--- src/hdl/slpc_pkg.sv ---
package slpc_pkg;

    localparam int COUNTER_BITS = 16;
    localparam int PERIOD_BITS  = 16;
    localparam int CMP_BITS     = (COUNTER_BITS > PERIOD_BITS) ? COUNTER_BITS : PERIOD_BITS;
    localparam int COLOR_BITS   = 24;

    localparam logic [PERIOD_BITS-1:0] SLOW_RESET  = PERIOD_BITS'(500);
    localparam logic [PERIOD_BITS-1:0] FAST_RESET  = PERIOD_BITS'(250);
    localparam logic [PERIOD_BITS-1:0] PULSE_RESET = PERIOD_BITS'(20);
    localparam logic [PERIOD_BITS-1:0] FLASH_RESET = PERIOD_BITS'(100);

    localparam logic [4:0] PULSE_TOP    = 5'd20;
    localparam logic [4:0] PULSE_BOTTOM = 5'd2;

    // divide by 17 for 8-bit values: (v * 241) >> 12
    localparam logic [7:0] DIV17_MUL   = 8'd241;
    localparam int         DIV17_SHIFT = 12;

    localparam logic [COLOR_BITS-1:0] COLOR_BLACK  = 24'h000000;
    localparam logic [COLOR_BITS-1:0] COLOR_GREEN  = 24'h000F00;
    localparam logic [COLOR_BITS-1:0] COLOR_BLUE   = 24'h00000F;
    localparam logic [COLOR_BITS-1:0] COLOR_RED    = 24'h0F0000;
    localparam logic [COLOR_BITS-1:0] COLOR_YELLOW = 24'h0F0F00;
    localparam logic [COLOR_BITS-1:0] COLOR_WHITE  = 24'h0F0F0F;

    typedef enum logic [1:0] {
        CMD_TICK     = 2'd0,
        CMD_SET_MODE = 2'd1,
        CMD_PROGRESS = 2'd2,
        CMD_TOGGLE   = 2'd3
    } t_cmd;

    typedef enum logic [2:0] {
        MODE_OFF   = 3'd0,
        MODE_ON    = 3'd1,
        MODE_SLOW  = 3'd2,
        MODE_FAST  = 3'd3,
        MODE_PULSE = 3'd4,
        MODE_MEAS  = 3'd5,
        MODE_FLASH = 3'd6
    } t_mode;

    typedef enum logic [1:0] {
        REG_SLOW  = 2'd0,
        REG_FAST  = 2'd1,
        REG_PULSE = 2'd2,
        REG_FLASH = 2'd3
    } t_reg;

    typedef struct packed {
        t_mode                    mode;
        logic                     lit;
        logic [COUNTER_BITS-1:0]  phase;
        logic [COUNTER_BITS-1:0]  flash;
        logic [4:0]               level;
        logic                     falling;
        logic [COLOR_BITS-1:0]    base;
        logic [7:0]               prog;
    } t_state;

    typedef struct packed {
        logic [PERIOD_BITS-1:0] slow;
        logic [PERIOD_BITS-1:0] fast;
        logic [PERIOD_BITS-1:0] pulse;
        logic [PERIOD_BITS-1:0] flash;
    } t_cfg;

    function automatic logic [COLOR_BITS-1:0] mode_color(input t_mode m);
        logic [COLOR_BITS-1:0] c;
        case (m)
            MODE_ON:    c = COLOR_GREEN;
            MODE_SLOW:  c = COLOR_BLUE;
            MODE_FAST:  c = COLOR_BLUE;
            MODE_PULSE: c = COLOR_RED;
            MODE_MEAS:  c = COLOR_YELLOW;
            MODE_FLASH: c = COLOR_WHITE;
            default:    c = COLOR_BLACK;
        endcase
        return c;
    endfunction

endpackage

--- src/hdl/slpc_eval.sv ---
module slpc_eval (
    input  slpc_pkg::t_state                     i_st,
    input  slpc_pkg::t_cfg                       i_cfg,
    output slpc_pkg::t_state                     o_st,
    output logic                                 o_show,
    output logic [slpc_pkg::COLOR_BITS-1:0]      o_color
);
    import slpc_pkg::*;

    logic [CMP_BITS-1:0] phase_w;
    logic [CMP_BITS-1:0] flash_w;
    logic [CMP_BITS-1:0] per_w;
    logic [15:0]         red_prod;
    logic [15:0]         green_prod;
    logic [5:0]          lv;
    logic [4:0]          lv_fin;
    logic [6:0]          pulse_prod;

    assign phase_w    = CMP_BITS'(i_st.phase);
    assign flash_w    = CMP_BITS'(i_st.flash);
    assign red_prod   = i_st.prog * DIV17_MUL;
    assign green_prod = 8'(~i_st.prog) * DIV17_MUL;

    always_comb begin
        per_w = CMP_BITS'(i_cfg.pulse);
        if (i_st.mode == MODE_SLOW) begin
            per_w = CMP_BITS'(i_cfg.slow);
        end else if (i_st.mode == MODE_FAST) begin
            per_w = CMP_BITS'(i_cfg.fast);
        end
    end

    always_comb begin
        if (i_st.falling) begin
            lv = (i_st.level == 5'd0) ? 6'd0 : 6'({1'b0, i_st.level} - 6'd1);
        end else begin
            lv = 6'({1'b0, i_st.level} + 6'd1);
        end
        if (lv >= 6'(PULSE_TOP)) begin
            lv_fin = PULSE_TOP;
        end else if (lv <= 6'(PULSE_BOTTOM)) begin
            lv_fin = PULSE_BOTTOM;
        end else begin
            lv_fin = lv[4:0];
        end
    end

    // red scale 15/20 is exactly 3/4
    assign pulse_prod = 7'(lv_fin) * 7'd3;

    always_comb begin
        o_st    = i_st;
        o_show  = 1'b1;
        o_color = COLOR_BLACK;
        case (i_st.mode)
            MODE_OFF: begin
                o_color = COLOR_BLACK;
            end
            MODE_ON: begin
                o_color = {4'h0, red_prod[DIV17_SHIFT +: 4], 4'h0,
                           green_prod[DIV17_SHIFT +: 4], 8'h00};
            end
            MODE_SLOW, MODE_FAST: begin
                if (phase_w >= per_w) begin
                    o_st.lit   = ~i_st.lit;
                    o_st.phase = '0;
                end
                o_color = o_st.lit ? i_st.base : COLOR_BLACK;
            end
            MODE_PULSE: begin
                if (phase_w >= per_w) begin
                    o_st.level   = lv_fin;
                    o_st.falling = (lv >= 6'(PULSE_TOP)) ? 1'b1 :
                                   (lv <= 6'(PULSE_BOTTOM)) ? 1'b0 : i_st.falling;
                    o_st.phase   = '0;
                    o_color      = {3'b000, pulse_prod[6:2], 16'h0000};
                end else begin
                    o_show = 1'b0;
                end
            end
            MODE_MEAS: begin
                o_color = i_st.base;
            end
            default: begin
                if (flash_w >= CMP_BITS'(i_cfg.flash)) begin
                    o_st.mode = MODE_ON;
                    o_st.prog = 8'h00;
                    o_color   = COLOR_GREEN;
                end else begin
                    o_color = i_st.base;
                end
            end
        endcase
    end

endmodule

--- src/hdl/slpc_out.sv ---
module slpc_out (
    input  logic                                 i_clk,
    input  logic                                 i_rst_n,
    input  logic                                 i_load,
    input  logic [slpc_pkg::COLOR_BITS-1:0]      i_color,
    input  logic                                 i_stall,
    output logic                                 o_free,
    output logic                                 o_valid,
    output logic [slpc_pkg::COLOR_BITS-1:0]      o_color
);
    import slpc_pkg::*;

    logic                  r_valid;
    logic [COLOR_BITS-1:0] r_color;

    assign o_free  = !r_valid || !i_stall;
    assign o_valid = r_valid;
    assign o_color = r_color;

    always_ff @(posedge i_clk) begin
        if (!i_rst_n) begin
            r_valid <= 1'b0;
        end else if (o_free) begin
            r_valid <= i_load;
        end
    end

    always_ff @(posedge i_clk) begin
        if (o_free && i_load) begin
            r_color <= i_color;
        end
    end

endmodule

--- src/hdl/status_led_pattern_controller.sv ---
// A color result passes through the input register, then the result register;
// a stall on the result side holds its command in the input register.
// Throughput: one command per cycle while the result side is not stalled;
// commands that leave the color unchanged give no result.
// Reset (i_rst_n low, synchronous): mode off, LED black, counters cleared,
// periods back to 500/250/20/100 ms.
module status_led_pattern_controller (
    input  logic                                  i_clk,
    input  logic                                  i_rst_n,
    input  logic                                  i_valid,
    output logic                                  o_stall,
    input  logic [1:0]                            i_command,
    input  logic [2:0]                            i_mode,
    input  logic [7:0]                            i_progress,
    output logic                                  o_valid,
    input  logic                                  i_stall,
    output logic [slpc_pkg::COLOR_BITS-1:0]       o_color,
    input  logic                                  i_cfg_we,
    input  logic [1:0]                            i_cfg_index,
    input  logic [slpc_pkg::PERIOD_BITS-1:0]      i_cfg_data
);
    import slpc_pkg::*;

    localparam logic [COUNTER_BITS-1:0] CNT_MAX = '1;

    t_cfg                  r_cfg;
    t_state                r_st;
    t_state                n_st;
    t_state                pre_st;
    t_state                ev_st;
    logic [COLOR_BITS-1:0] r_shown;
    logic                  r_in_valid;
    t_cmd                  r_cmd;
    logic [2:0]            r_mode;
    logic [7:0]            r_prog;
    logic                  eval_en;
    logic                  set_req;
    logic [2:0]            m_req;
    logic                  ev_show;
    logic [COLOR_BITS-1:0] ev_color;
    logic                  out_free;
    logic                  advance;
    logic                  load;

    assign advance = r_in_valid && out_free;
    assign o_stall = r_in_valid && !out_free;

    always_ff @(posedge i_clk) begin
        if (!i_rst_n) begin
            r_in_valid <= 1'b0;
        end else if (!o_stall) begin
            r_in_valid <= i_valid;
        end
    end

    always_ff @(posedge i_clk) begin
        if (i_valid && !o_stall) begin
            r_cmd  <= t_cmd'(i_command);
            r_mode <= i_mode;
            r_prog <= i_progress;
        end
    end

    always_ff @(posedge i_clk) begin
        if (!i_rst_n) begin
            r_cfg.slow  <= SLOW_RESET;
            r_cfg.fast  <= FAST_RESET;
            r_cfg.pulse <= PULSE_RESET;
            r_cfg.flash <= FLASH_RESET;
        end else if (i_cfg_we) begin
            case (t_reg'(i_cfg_index))
                REG_SLOW:  r_cfg.slow  <= i_cfg_data;
                REG_FAST:  r_cfg.fast  <= i_cfg_data;
                REG_PULSE: r_cfg.pulse <= i_cfg_data;
                default:   r_cfg.flash <= i_cfg_data;
            endcase
        end
    end

    always_comb begin
        pre_st  = r_st;
        eval_en = 1'b0;
        set_req = 1'b0;
        m_req   = r_mode;
        case (r_cmd)
            CMD_TICK: begin
                if (r_st.phase != CNT_MAX) begin
                    pre_st.phase = r_st.phase + 1'b1;
                end
                if (r_st.flash != CNT_MAX) begin
                    pre_st.flash = r_st.flash + 1'b1;
                end
                eval_en = 1'b1;
            end
            CMD_SET_MODE: begin
                set_req = 1'b1;
            end
            CMD_PROGRESS: begin
                pre_st.prog = r_prog;
            end
            default: begin
                set_req = 1'b1;
                m_req   = (r_st.mode == MODE_ON) ? MODE_OFF : MODE_ON;
            end
        endcase
        if (set_req && m_req <= MODE_FLASH && m_req != r_st.mode) begin
            pre_st.mode  = t_mode'(m_req);
            pre_st.lit   = (m_req != MODE_OFF);
            pre_st.level = (m_req == MODE_OFF) ? 5'd0 : PULSE_TOP;
            pre_st.base  = mode_color(t_mode'(m_req));
            pre_st.phase = '0;
            if (m_req == MODE_FLASH) begin
                pre_st.flash = '0;
            end
            eval_en = 1'b1;
        end
    end

    slpc_eval u_eval (
        .i_st    (pre_st),
        .i_cfg   (r_cfg),
        .o_st    (ev_st),
        .o_show  (ev_show),
        .o_color (ev_color)
    );

    assign n_st = eval_en ? ev_st : pre_st;
    assign load = advance && eval_en && ev_show && (ev_color != r_shown);

    always_ff @(posedge i_clk) begin
        if (!i_rst_n) begin
            r_st    <= '0;
            r_shown <= COLOR_BLACK;
        end else if (advance) begin
            r_st <= n_st;
            if (load) begin
                r_shown <= ev_color;
            end
        end
    end

    slpc_out u_out (
        .i_clk   (i_clk),
        .i_rst_n (i_rst_n),
        .i_load  (load),
        .i_color (ev_color),
        .i_stall (i_stall),
        .o_free  (out_free),
        .o_valid (o_valid),
        .o_color (o_color)
    );

    a_pulse_range: assert property (@(posedge i_clk) disable iff (!i_rst_n)
        (r_st.mode == MODE_PULSE) |-> (r_st.level >= PULSE_BOTTOM && r_st.level <= PULSE_TOP))
        else $error("pulse level out of range");

    a_off_dark: assert property (@(posedge i_clk) disable iff (!i_rst_n)
        (r_st.mode == MODE_OFF) |-> (!r_st.lit && r_shown == COLOR_BLACK))
        else $error("off mode with lit phase or shown color");

    a_load_shown: assert property (@(posedge i_clk) disable iff (!i_rst_n)
        load |=> (o_valid && o_color == r_shown))
        else $error("result register disagrees with shown color");

    a_hold_input: assert property (@(posedge i_clk) disable iff (!i_rst_n)
        (r_in_valid && !out_free) |=> (r_in_valid && $stable(r_st)))
        else $error("state changed while command held");

endmodule
--- config.mk ---
export PLATFORM = sky130hd
export DESIGN_NAME = status_led_pattern_controller
export DESIGN_NICKNAME = d
export VERILOG_FILES = /design/src/hdl/slpc_pkg.sv /design/src/hdl/slpc_eval.sv /design/src/hdl/slpc_out.sv /design/src/hdl/status_led_pattern_controller.sv
export SDC_FILE = /design/constraint.sdc
export NUM_CORES = 1
export LEC_CHECK = 0
export ABC_AREA = 0
export BUFFER_PORTS_ARGS = -buffer_cell sky130_fd_sc_hd__buf_4
export CAP_MARGIN = 20
export CORE_UTILIZATION = 65
export CTS_CLUSTER_DIAMETER = 40
export DETAILED_ROUTE_END_ITERATION = 8
export PLACE_DENSITY = 0.91
export SLEW_MARGIN = 15
export SYNTH_ARGS = -nofsm -noshare
export SYNTH_HDL_FRONTEND = slang
export SYNTH_SLANG_ARGS = --single-unit
--- constraint.sdc ---
create_clock -name i_clk -period 15.4 [get_ports i_clk]
set_input_delay 3.85 -clock i_clk [delete_from_list [all_inputs] [get_ports i_clk]]
set_output_delay 3.85 -clock i_clk [all_outputs]
set_load 0.02 [all_outputs]
* Yosys cells after proc, flatten, opt, wreduce, memory -nomap -nowiden
Index checks and enable logic that the tools add are counted.
Storage, ports and cells: bits in registers 201, input port bits 36, output and inout bits 26, logic and storage cells 127
Operators by class: $add $sub $neg 4, $mul 3, magnitude comparators 5, equal/unequal tests 20, mux-type cells 40, bitwise operators 3, reductions and logical operators 33
Operators by type and width (count):
- $pmux W24 S5 | 1
- $pmux W20 S5 | 1
- $mux W16 | 6
- $mux W74 | 1
- $mux W24 | 3
- $mux W41 | 1
- $mux W17 | 2
- $add A16 B1 Y16 const B | 2
- $ge A16 B16 Y1 | 2
- $mul A8 B8 Y16 const B | 2
- $mux W32 | 1
- $ne A16 B16 Y1 const B | 2
- $pmux W16 S2 | 1
- $mux W6 | 4
- $mux W8 | 3
- $ne A24 B24 Y1 | 1
- $mux W21 | 1
- $eq A3 B3 Y1 const B | 5
- $mux W5 | 3
- $eq A3 B2 Y1 const B | 4
- $reduce_and A2 Y1 | 5
- $eq A3 B1 Y1 const B | 3
- $logic_and A1 B1 Y1 | 9
- $mux W1 | 9
- 23 further kinds | 36

* Longest topological paths before layout
Gate-level depths: netlist (run 1).
depth in word-level cells 19, gate-level depth with buffers 33, depth with buffers taken out 25

* Hierarchy
Synthesis (run 1) repeated with hierarchy kept, for this count alone.
Second synthesis, totals: cell total of the unflattened synthesis 1555, area total of the unflattened synthesis 12954.9 um^2
Modules (own cells, without submodules):
- status_led_pattern_controller | instances 1, cells each 1018, area each 8044.0 um^2, seq. area each 3653.5 um^2
- slpc_eval | instances 1, cells each 508, area each 4149.0 um^2, seq. area each 0.0 um^2
- slpc_out | instances 1, cells each 29, area each 762.0 um^2, seq. area each 740.7 um^2

* Least setup slack after synthesis (run 1)
Ideal clock, no wire load.
kind input to output, start input i_stall, end output o_stall, arrival 4136 ps, required time 11550 ps, path slack 7414 ps, stages 1, buffers on the path 0, path through and3_1
On the way: cells in the longest elaborated chain, start to end 4
RTL lines:
- start, declared | RTL line status_led_pattern_controller.sv:16 | input logic i_stall,
- $logic_not A1 Y1 | RTL line slpc_out.sv:16 | assign o_free = !r_valid || !i_stall;
- $logic_or A1 B1 Y1 | RTL line slpc_out.sv:16
- $logic_not A1 Y1 | RTL line status_led_pattern_controller.sv:46 | assign o_stall = r_in_valid && !out_free;
- $logic_and A1 B1 Y1 | RTL line status_led_pattern_controller.sv:46
- end, declared | RTL line status_led_pattern_controller.sv:11 | output logic o_stall,
No other way between the ends.

* Worst setup path in the final report (run 1)
start register r_cmd[0], end register u_out.r_color[22], in the netlist u_out.o_color[22] (enable)
On the way: cells in the longest elaborated chain, start to end 19, elaborated cells on any way between the ends 67, classes of those cells add/sub: 2; mul: 3; order compare: 5; eq/ne: 15; mux: 25; bitwise: 2; reduce/logical: 15
RTL lines:
- start, declared | RTL line status_led_pattern_controller.sv:33 | t_cmd r_cmd;
- start signal, assigned | RTL line status_led_pattern_controller.sv:58 | r_cmd <= t_cmd'(i_command);
- $eq A2 B2 Y1 (tied with other cells) | RTL line status_led_pattern_controller.sv:85 | case (r_cmd)
- $reduce_or A3 Y1 (no source line)
- $mux W3 | RTL line status_led_pattern_controller.sv:85
- $le A3 B3 Y1 | RTL line status_led_pattern_controller.sv:106 | if (set_req && m_req <= MODE_FLASH && m_req != r_st.mode) begin
- $logic_and A1 B1 Y1 (2 in series) | RTL line status_led_pattern_controller.sv:106
- $mux W41 | RTL line status_led_pattern_controller.sv:106
- $sub A5 B1 Y6 or $logic_not A5 Y1 (tied branches) | RTL line slpc_eval.sv:35 | lv = (i_st.level == 5'd0) ? 6'd0 : 6'({1'b0, i_st.level} - 6'd1);
- $mux W6 | RTL line slpc_eval.sv:35
- [... 2 more ...]
- $mux W5 | RTL line slpc_eval.sv:41 | end else if (lv <= 6'(PULSE_BOTTOM)) begin
- $mux W5 | RTL line slpc_eval.sv:39 | if (lv >= 6'(PULSE_TOP)) begin
- $mul A5 B2 Y7 | RTL line slpc_eval.sv:49 | assign pulse_prod = 7'(lv_fin) * 7'd3;
- $mux W21 | RTL line slpc_eval.sv:71 | if (phase_w >= per_w) begin
- $pmux W24 S5 | RTL line slpc_eval.sv:55 | case (i_st.mode)
- $ne A24 B24 Y1 | RTL line status_led_pattern_controller.sv:128 | assign load = advance && eval_en && ev_show && (ev_color != r_shown);
- $logic_and A1 B1 Y1 * | RTL line status_led_pattern_controller.sv:128
- $logic_and A1 B1 Y1 * | RTL line slpc_out.sv:29 | if (o_free && i_load) begin
- end signal, assigned | RTL line slpc_out.sv:30 | r_color <= i_color;
- end, declared | RTL line slpc_out.sv:14 | logic [COLOR_BITS-1:0] r_color;
Every way passes the cells marked *; elsewhere a longest branch is shown, timed or not. The select of a mux whose other input is x is not followed. A chain may end at the register's enable or synchronous reset.

==> results of run 1 <==
cell families (layout without fill, tap and decap cells):
| logic type | after synthesis | in the layout | synth area share [%] |
|---|---|---|---|
| flops | 201 | 201 | 33.9 |
| mux | 31 | 31 | 2.39 |
| fa+ha+maj | 125 | 125 | 13.3 |
| compound gates | 412 | 412 | 20.6 |
| xor+xnor | 41 | 41 | 2.99 |
| buf+inv | 179 | 223 | 5.31 |
| simple gates | 605 | 605 | 21.5 |
placed cells by master (no fill, tap or decap), types with 32 or more instances in the layout:
cell and instances:
dfxtp_1 164, nor2_1 132, ha_1 103, a21oi_1 163
nor3_1 36, edfxtp_1 37, nand3_1 58, clkbuf_16 32
buf_4 76, o21ai_0 53, inv_1 87, nand2_1 251
report_power, final:
group,internal (mW),switching [mW]
clock network,0.400,0.260
registers,0.561,0.0144
logic,0.140,0.260
total,1.10,0.534
worst reg2reg max path, cell delays in order, from the launching register on:
cell and delay, ns:
edfxtp_1 0.71, nor2b_1 0.23, buf_4 0.24, mux2i_1 0.65, fa_1 0.58, inv_1 0.15, fa_1 0.45, fa_1 0.50
inv_1 0.05, ha_1 0.29, ha_1 0.28, nand3_1 0.11, a211oi_1 0.36, a31oi_1 0.20, a21bo_1 0.24, a31o_2 0.27
o21ai_0 0.57, o21ai_0 0.23, or4_1 0.86, o31ai_1 0.59, inv_1 0.57
metal layers:
metal,vias to the layer above,part of all wire (%),GRT usage [%]
li1,5741,-,-
met1,5701,39,41.2
met2,650,48,58.8
met3,132,8.7,6.04
met4,0,3.9,15.1
met5,-,0,0
flip-flops by register name, summed over array words and instances, names as in the netlist:
register and flops:
r_mode 3, r_in_valid 1, r_cmd 2, u_out.o_color 24
u_out.o_valid 1, r_shown 24, r_cfg 64, r_st 73
r_prog 8, pre_st 1
final cells by class:
cell class / count / area [um^2] / share of cell area (%)
Clock buffer: 40 / 861 / 5.92
Clock inverter: 18 / 138 / 0.947
Inverter: 89 / 335 / 2.31
Multi-Input combinational cell: 1214 / 7900 / 54.4
Sequential cell: 201 / 4390 / 30.2
Tap cell: 265 / 332 / 2.28
Timing Repair Buffer: 76 / 571 / 3.93
path summary, 6_finish.rpt:
check | slack, ns | depth (start not counted) | start | end
max | 6.87 | 20 | r_cmd[0] | u_out.o_color[22]
min | 0.45 | 2 | r_cfg[9] | r_cfg[9]
max reg2reg | 6.87 | 20 | r_cmd[0] | u_out.o_color[22]
min reg2reg | 0.45 | 2 | r_cfg[9] | r_cfg[9]
metrics by stage:
step | hold slack, ns | total power, mW | util, % | instance area, um^2 | cells
after global routing | 0.470 | 1.70 | 74.4 | 14500 | 1903
after detailed placement | 0.447 | 0.972 | 69.3 | 13500 | 1845
final | 0.455 | 1.63 | 74.4 | 14500 | 1903
after global placement | 0.442 | 0.958 | 69.2 | 13500 | 1844
after CTS | 0.455 | 1.63 | 74.4 | 14500 | 1903
after floorplan | 0.436 | 0.866 | - | 13000 | 1594
==> flow_metrics.tcl, run 1 <==
set metrics [dict create \
    period_share_pct 55.4 \
    cp_slowest_stage_delay_ns 0.86 \
    hp-class "reg2reg" \
    antenna_found_initial 0 \
    cts_hold_buf 0 \
    ys_warn_count 0 \
    netlist.area_leader.share_pct 25.3 \
    synth_top_area_cell "dfxtp_1" \
    pwr_density_cell_mw_per_mm2 113 \
    cts_setup_buffers 0 \
    synth_nets 1755 \
    finalSetupViolCount 0 \
    crit_path_start_kind "register" \
    synthFlopType "dfxtp_1" \
    cts_resized 0 \
    hpwl_um 23800 \
    fp-row-count 51 \
    ys_seq_area_share_pct 33.9 \
    maxSlewHeadroom_pct 21.2 \
    wire_per_inst_um 18.0 \
    finalWorstSetupSlack_ns 6.87 \
    ys_ff_latch 201 \
    critPathBufInv 4 \
    pre_cts_ws_ns 7.12 \
    numCtsBuffers 31 \
    period_minus_slack_ns 8.53 \
    overflow 0 \
    worst_slew_pin_slew_ns 1.18 \
    fill_cells 1391 \
    crit_chain "nor2b_1 > buf_4 > mux2i_1 > fa_1 > inv_1 > fa_1 > fa_1 > inv_1 > ha_1 > ha_1 > nand3_1 > a211oi_1 > a31oi_1 > a21bo_1 > a31o_2 > o21ai_0 > o21ai_0 > or4_1 > o31ai_1 > inv_1" \
    async_flop_share_pct 0 \
    leakagePower_nw 6.03 \
    dr.pass1.iters 6 \
    cts_buffer_depth 3 \
    final_nets 1774 \
    path_delay_family "compound AO/OA/AOI/OAI gates" \
    die_y_um 143 \
    report.final.slew_viol_count 0 \
    portBuffers 61 \
    clk-insertion-delay-late_ns 0.56 \
    gp_congestion 1.04 \
    ir_drop_uv 98.3 \
    drcViolationCount 0 \
    cap_viol_max_count 0 \
    clkTransAtPathRegs_ns 0.05 \
    endpoint_kind "register" \
    rsz0062_at_grt "false" \
    design.core.area_mm2 0.0195 \
    finClkSkew_ns 0.0331 \
    htree_levels 1 \
    crit_fanout 24 \
    grt_first_pass_wirelength_um 56100 \
    ant_nets 0 \
    clock-root-buffer "clkbuf_16" \
    syn-cell-area_mm2 0.0130 \
    initial_utilization_pct 66.4 \
    slowest_stage "or4_1" \
    ys_top_cells_by_area "dfxtp_1 (25%), ha_1 (9.9%), edfxtp_1 (8.6%), nand2_1 (7.3%), a21oi_1 (6.3%)" \
    drt-initial-drc-count 1187 \
    outcome "complete, no violations" \
    crit_required_ns 15.54 \
    tns_ns 0 \
    dieWidth_um 143 \
    syn_inst 1594 \
    synth_area_per_cell_um2 8.14 \
    worstPathArrival_ns 8.67 \
    hold_viol 0 \
    antenna_cells 0 \
    viasPerCell 6.42 \
    die-area_mm2 0.0205 \
    clock-sinks 201 \
    drive_above_1_share_pct 9.28 \
    synth_edf_count 37 \
    grt_use_total_pct 34.0 \
    synth.most_common_cell "nand2_1" \
    clock.fmax_mhz 117 \
    grt_start_max_net_pins 90 \
    synth_cell_types 83 \
    path_class "reg2reg" \
    cts_tree "done" \
    wl_um 34200 \
    ios 62 \
    grt_pass1_vias 11731 \
    via_count 12224 \
    yosys-top-cells-count "nand2_1 (251), dfxtp_1 (164), a21oi_1 (163), nor2_1 (134), ha_1 (103)" \
    area_delta_synth_final_pct 12.0 \
]
Power figures use the tool's default switching activity.
==> run 2, diff against run 1 <==
--- a/config.mk
+++ b/config.mk
@@ -8,10 +8,10 @@
 export ABC_AREA = 0
 export BUFFER_PORTS_ARGS = -buffer_cell sky130_fd_sc_hd__buf_4
 export CAP_MARGIN = 20
-export CORE_UTILIZATION = 65
+export CORE_UTILIZATION = 57
 export CTS_CLUSTER_DIAMETER = 40
 export DETAILED_ROUTE_END_ITERATION = 8
-export PLACE_DENSITY = 0.91
+export PLACE_DENSITY = 0.85
 export SLEW_MARGIN = 15
 export SYNTH_ARGS = -nofsm -noshare
 export SYNTH_HDL_FRONTEND = slang
==> constraint.sdc (replaced) <==
create_clock -name i_clk -period 7.8 [get_ports i_clk]
set_input_delay 1.95 -clock i_clk [delete_from_list [all_inputs] [get_ports i_clk]]
set_output_delay 1.95 -clock i_clk [all_outputs]
set_load 0.02 [all_outputs]
==> flow_metrics.tcl, run 2 (synthesis gave the netlist of run 1 again) <==
set metrics [dict create \
    outcome "complete, no violations" \
    hp-class "reg2reg" \
    p_int_mw 2.18 \
    crit_fanout 24 \
    antenna_cells 0 \
    mostFrequentLayoutCells "nand2_1 (251), dfxtp_1 (164), a21oi_1 (163)" \
    power.share.clock_pct 40.4 \
    numCtsBuffers 29 \
    via_count 12114 \
    rsz0062_at_grt "false" \
    largest_register_ffs 73 \
    startpoint "r_cmd[0]" \
    placedInstanceArea_mm2 0.0137 \
    gp_congestion 0.937 \
    largest_register "r_st" \
    portBuffers 61 \
    grt_use_total_pct 29.1 \
    tns_ns 0 \
    ios 62 \
    wl_um 34300 \
    initial_utilization_pct 58.7 \
    crit_required_ns 7.97 \
    design.core.area_mm2 0.0221 \
    r2r_slack_ns 0.64 \
    pwr_density_cell_mw_per_mm2 222 \
    grt_start_max_net_pins 71 \
    fp-row-count 54 \
    crit_path_start_kind "register" \
    area_delta_synth_final_pct 12.9 \
    cap_viol_max_count 0 \
    die_y_um 153 \
    timing.rr.end "u_out.o_color[21]" \
    clkTransAtPathRegs_ns 0.06 \
    clk-insertion-delay-late_ns 0.56 \
    grt_first_pass_wirelength_um 56100 \
    path_class "reg2reg" \
    rr_worst_depth 20 \
    ant_nets 0 \
    final_nets 1787 \
    finClkSkew_ns 0.0155 \
    period_minus_slack_ns 7.16 \
    leakagePower_nw 6.08 \
    drt-initial-drc-count 1143 \
    wire_per_inst_um 17.8 \
    worstPathArrival_ns 7.33 \
    cts_hold_buf 0 \
    drive_above_1_share_pct 10.0 \
    cts_tree "done" \
    hpwl_um 24100 \
    maxSlewHeadroom_pct 31.6 \
    htree_levels 1 \
    total_power_mw 3.25 \
    dieWidth_um 153 \
    power_switching_mw 1.07 \
    dr.pass1.iters 5 \
    comb_power_share_pct 24.8 \
    multi_input_area_mm2 0.00790 \
    top_regs "r_st (73), r_cfg (64)" \
    drcViolationCount 0 \
    viasPerCell 6.28 \
    antenna_found_initial 0 \
    clock-sinks 201 \
    worst_slew_pin_slew_ns 1.02 \
    final_common_cell "nand2_1" \
    cts_resized 0 \
    ir_drop_uv 185 \
    grt_pass1_vias 11741 \
    power_frac_seq_pct 34.8 \
    endpoint_kind "register" \
    overflow 0 \
    hold_depth 2 \
    p_sw_share_pct 33.0 \
    report.final.slew_viol_count 0 \
    clock-root-buffer "clkbuf_16" \
    fill_cells 1790 \
    clock.fmax_mhz 140 \
    crit_path_end "u_out.o_color[21]" \
    die-area_mm2 0.0234 \
    period_share_pct 91.8 \
    final_area_mm2 0.0146 \
    hold_viol 0 \
    cts_setup_buffers 0 \
    cts_buffer_depth 3 \
    regToRegStartpoint "r_cmd[0]" \
    finalSetupViolCount 0 \
    seq_area_mm2 0.00439 \
]
## run 2: cell type report
| cell class | count | area share [%] |
|---|---|---|
| clock inverters | 23 | 1.67 |
| multi-input cells | 1214 | 53.9 |
| inverters | 89 | 2.29 |
| clock buffers | 31 | 5.07 |
| flip-flops and latches | 201 | 30.0 |
| well taps | 280 | 2.39 |
| repair buffers | 91 | 4.66 |
## run 2: metrics by stage
step | setup WS [ns] | hold WS (ns) | instances | util, %
2_1_floorplan | 0.797 | 0.436 | 1594 | -
3_3_place_gp | 1.08 | 0.441 | 1874 | 61.8
3_5_place_dp | 0.783 | 0.446 | 1874 | 61.8
4_1_cts | 0.720 | 0.454 | 1928 | 66.3
5_1_grt | 0.212 | 0.473 | 1929 | 66.3
6_report | 0.636 | 0.454 | 1929 | 66.3
## run 2: worst max-delay path, stage by stage, from the launching register on
cell,delay [ns]
edfxtp_1,0.41
nor2b_1,0.13
buf_4,0.23
mux2i_1,0.57
fa_1,0.57
inv_1,0.15
fa_1,0.46
fa_1,0.50
inv_1,0.05
ha_1,0.28
ha_1,0.19
nor3_1,0.40
a211oi_1,0.17
a31oi_1,0.32
nand3b_1,0.12
a31o_2,0.27
o21ai_0,0.37
o21ai_0,0.22
or4_1,0.60
o31ai_1,0.30
inv_1,0.45
## run 2: worst min-delay path by stage
stage          startpoint        end
2_1_floorplan   r_cfg[48]  r_cfg[48]
3_3_place_gp    r_cfg[46]  r_cfg[46]
3_5_place_dp    r_cfg[57]  r_cfg[57]
4_1_cts          r_cfg[4]   r_cfg[4]
5_1_grt         r_cfg[11]  r_cfg[11]
6_report        r_cfg[11]  r_cfg[11]
## run 2: routing by layer
layer  share of wire (%)  track usage, %
met3                 7.2            3.88
met2                  49            50.8
met5                   0               0
met4                 3.1            12.4
met1                  41            36.0
## run 2: power by group through the flow
stage	clock, mW	sequential [mW]	combinational (mW)
6_report	1.32	1.13	0.806
5_1_grt	1.37	1.14	0.887
4_1_cts	1.32	1.13	0.794
3_5_place_dp	0	1.15	0.787
3_3_place_gp	0	1.15	0.754
2_1_floorplan	0	1.17	0.545
==> run 3, diff against run 2 <==
--- a/config.mk
+++ b/config.mk
@@ -11,6 +11,7 @@
 export CORE_UTILIZATION = 57
 export CTS_CLUSTER_DIAMETER = 40
 export DETAILED_ROUTE_END_ITERATION = 8
+export GPL_TIMING_DRIVEN = 0
 export PLACE_DENSITY = 0.85
 export SLEW_MARGIN = 15
 export SYNTH_ARGS = -nofsm -noshare
==> flow_metrics.tcl, run 3 (synthesis gave the netlist of run 1 again) <==
set metrics [dict create \
    outcome "complete, no violations" \
    ant_nets 0 \
    drt-initial-drc-count 1415 \
    antenna_found_initial 0 \
    critical_path.most_common_cell "fa_1" \
    cp_slowest_stage_delay_ns 0.64 \
    cts_tree "done" \
    design.core.area_mm2 0.0221 \
    grt_pass1_vias 12167 \
    finalHoldWorstSlack_ns 0.454 \
    wl_um 38600 \
    leakagePower_nw 6.16 \
    top_regs "r_st (73), r_cfg (64)" \
    numCtsBuffers 29 \
    grt_use_total_pct 32.5 \
    multi_input_area_mm2 0.00800 \
    cap_viol_max_count 0 \
    cts_buffer_depth 3 \
    clock-root-buffer "clkbuf_16" \
    fp-row-count 54 \
    clkTransAtPathRegs_ns 0.06 \
    slowest_stage "nor4_2" \
    worst_slew_pin_slew_ns 1.08 \
    clock.fmax_mhz 132 \
    die_y_um 153 \
    placedInstanceArea_mm2 0.0138 \
    finClkSkew_ns 0.0143 \
    period_share_pct 97.2 \
    via_count 12790 \
    period_minus_slack_ns 7.58 \
    worstPathArrival_ns 8.02 \
    path_delay_family "adder cells" \
    ios 62 \
    crit_path_start_kind "register" \
    clock-sinks 201 \
    maxSlewHeadroom_pct 27.4 \
    area_delta_synth_final_pct 15.3 \
    crit_required_ns 8.23 \
    critPathBufInv 5 \
    htree_levels 1 \
    seq_area_mm2 0.00439 \
    total_power_mw 3.31 \
    endpoint_kind "register" \
    crit_fanout 10 \
    finalSetupViolCount 0 \
    final_common_cell "nand2_1" \
    gp_congestion 0.981 \
    hp-class "reg2reg" \
    path_class "reg2reg" \
    final_nets 1855 \
    ir_drop_uv 175 \
    crit_chain "buf_2 > buf_2 > nor2b_1 > clkbuf_4 > mux2i_4 > fa_1 > inv_1 > fa_1 > fa_1 > inv_1 > ha_1 > ha_1 > nand3_1 > a211oi_1 > a31oi_1 > nand4_1 > nand2_1 > a211o_1 > a221oi_1 > o2111ai_1 > nor4_2 > nand2_1 > a221o_1" \
    viasPerCell 6.40 \
    drcViolationCount 0 \
    portBuffers 60 \
    hpwl_um 27800 \
    dr.pass1.iters 6 \
    pwr_density_cell_mw_per_mm2 222 \
    grt_start_max_net_pins 20 \
    cts_hold_buf 0 \
    fill_cells 1721 \
    dieWidth_um 153 \
    wire_per_inst_um 19.3 \
    antenna_cells 0 \
    overflow 0 \
    report.final.slew_viol_count 0 \
    die-area_mm2 0.0234 \
    mostFrequentLayoutCells "nand2_1 (251), dfxtp_1 (164), a21oi_1 (160)" \
    final_area_mm2 0.0150 \
    clk-insertion-delay-late_ns 0.55 \
    drive_above_1_share_pct 10.7 \
    hold_viol 0 \
    initial_utilization_pct 58.7 \
    largest_register_ffs 73 \
    largest_register "r_st" \
    grt_first_pass_wirelength_um 61400 \
]
## run 3: per-stage QoR
step | std cells | util, % | TNS, ns | worst slack [ns]
6_report | 1997 | 67.7 | 0 | 0.218
5_1_grt | 1997 | 67.7 | -0.0621 | -0.00566
4_1_cts | 1996 | 67.2 | 0 | 0.0937
3_5_place_dp | 1936 | 62.4 | -58.34 | -1.80
3_3_place_gp | 1934 | 62.3 | -54.16 | -1.70
2_1_floorplan | 1594 | - | 0 | 0.797
## run 3: report_power, final
group / internal [mW] / switching (mW)
registers: 1.11 / 0.0227
logic: 0.301 / 0.573
clock network: 0.783 / 0.527
## run 3: path summary, 6_finish.rpt
kind              startpoint  depth (start not counted)  slack (ns)    endpoint
hold reg to reg    r_cfg[45]                          2        0.45   r_cfg[45]
setup reg to reg    r_cmd[1]                         23        0.22  r_shown[0]
setup / recovery    r_cmd[1]                         23        0.22  r_shown[0]
hold / removal     r_cfg[45]                          2        0.45   r_cfg[45]
## run 3: tightest hold or removal path, cell delays in order (launching register included)
cell and delay, ns:
dfxtp_1 0.31, nand2_1 0.05, a21oi_1 0.05
## run 3: final cells by class
type	count	share of cell area [%]
multi-input cells	1214	53.5
flip-flops and latches	201	29.4
clock buffers	33	5.09
repair buffers	71	3.55
plain buffers	87	2.40
well taps	280	2.34
inverters	89	2.26
clock inverters	21	1.42
repair inverters	1	0.0335
## run 3: timing repair
item,CTS,global route
pin swaps,2,1
endpoints found under the setup margin,46,46
gates resized for setup,8,29
setup buffers,6,1
hold endpoints to repair,0,0
gates cloned,1,0
## run 3: routing by layer
metal / vias to the layer above / global-route usage [%] / part of all wire (%)
li1: 5915 / - / -
met1: 6035 / 41.0 / 40
met2: 711 / 54.0 / 46
met5: - / 0 / 0
met3: 129 / 6.29 / 10
met4: 0 / 14.7 / 3.8
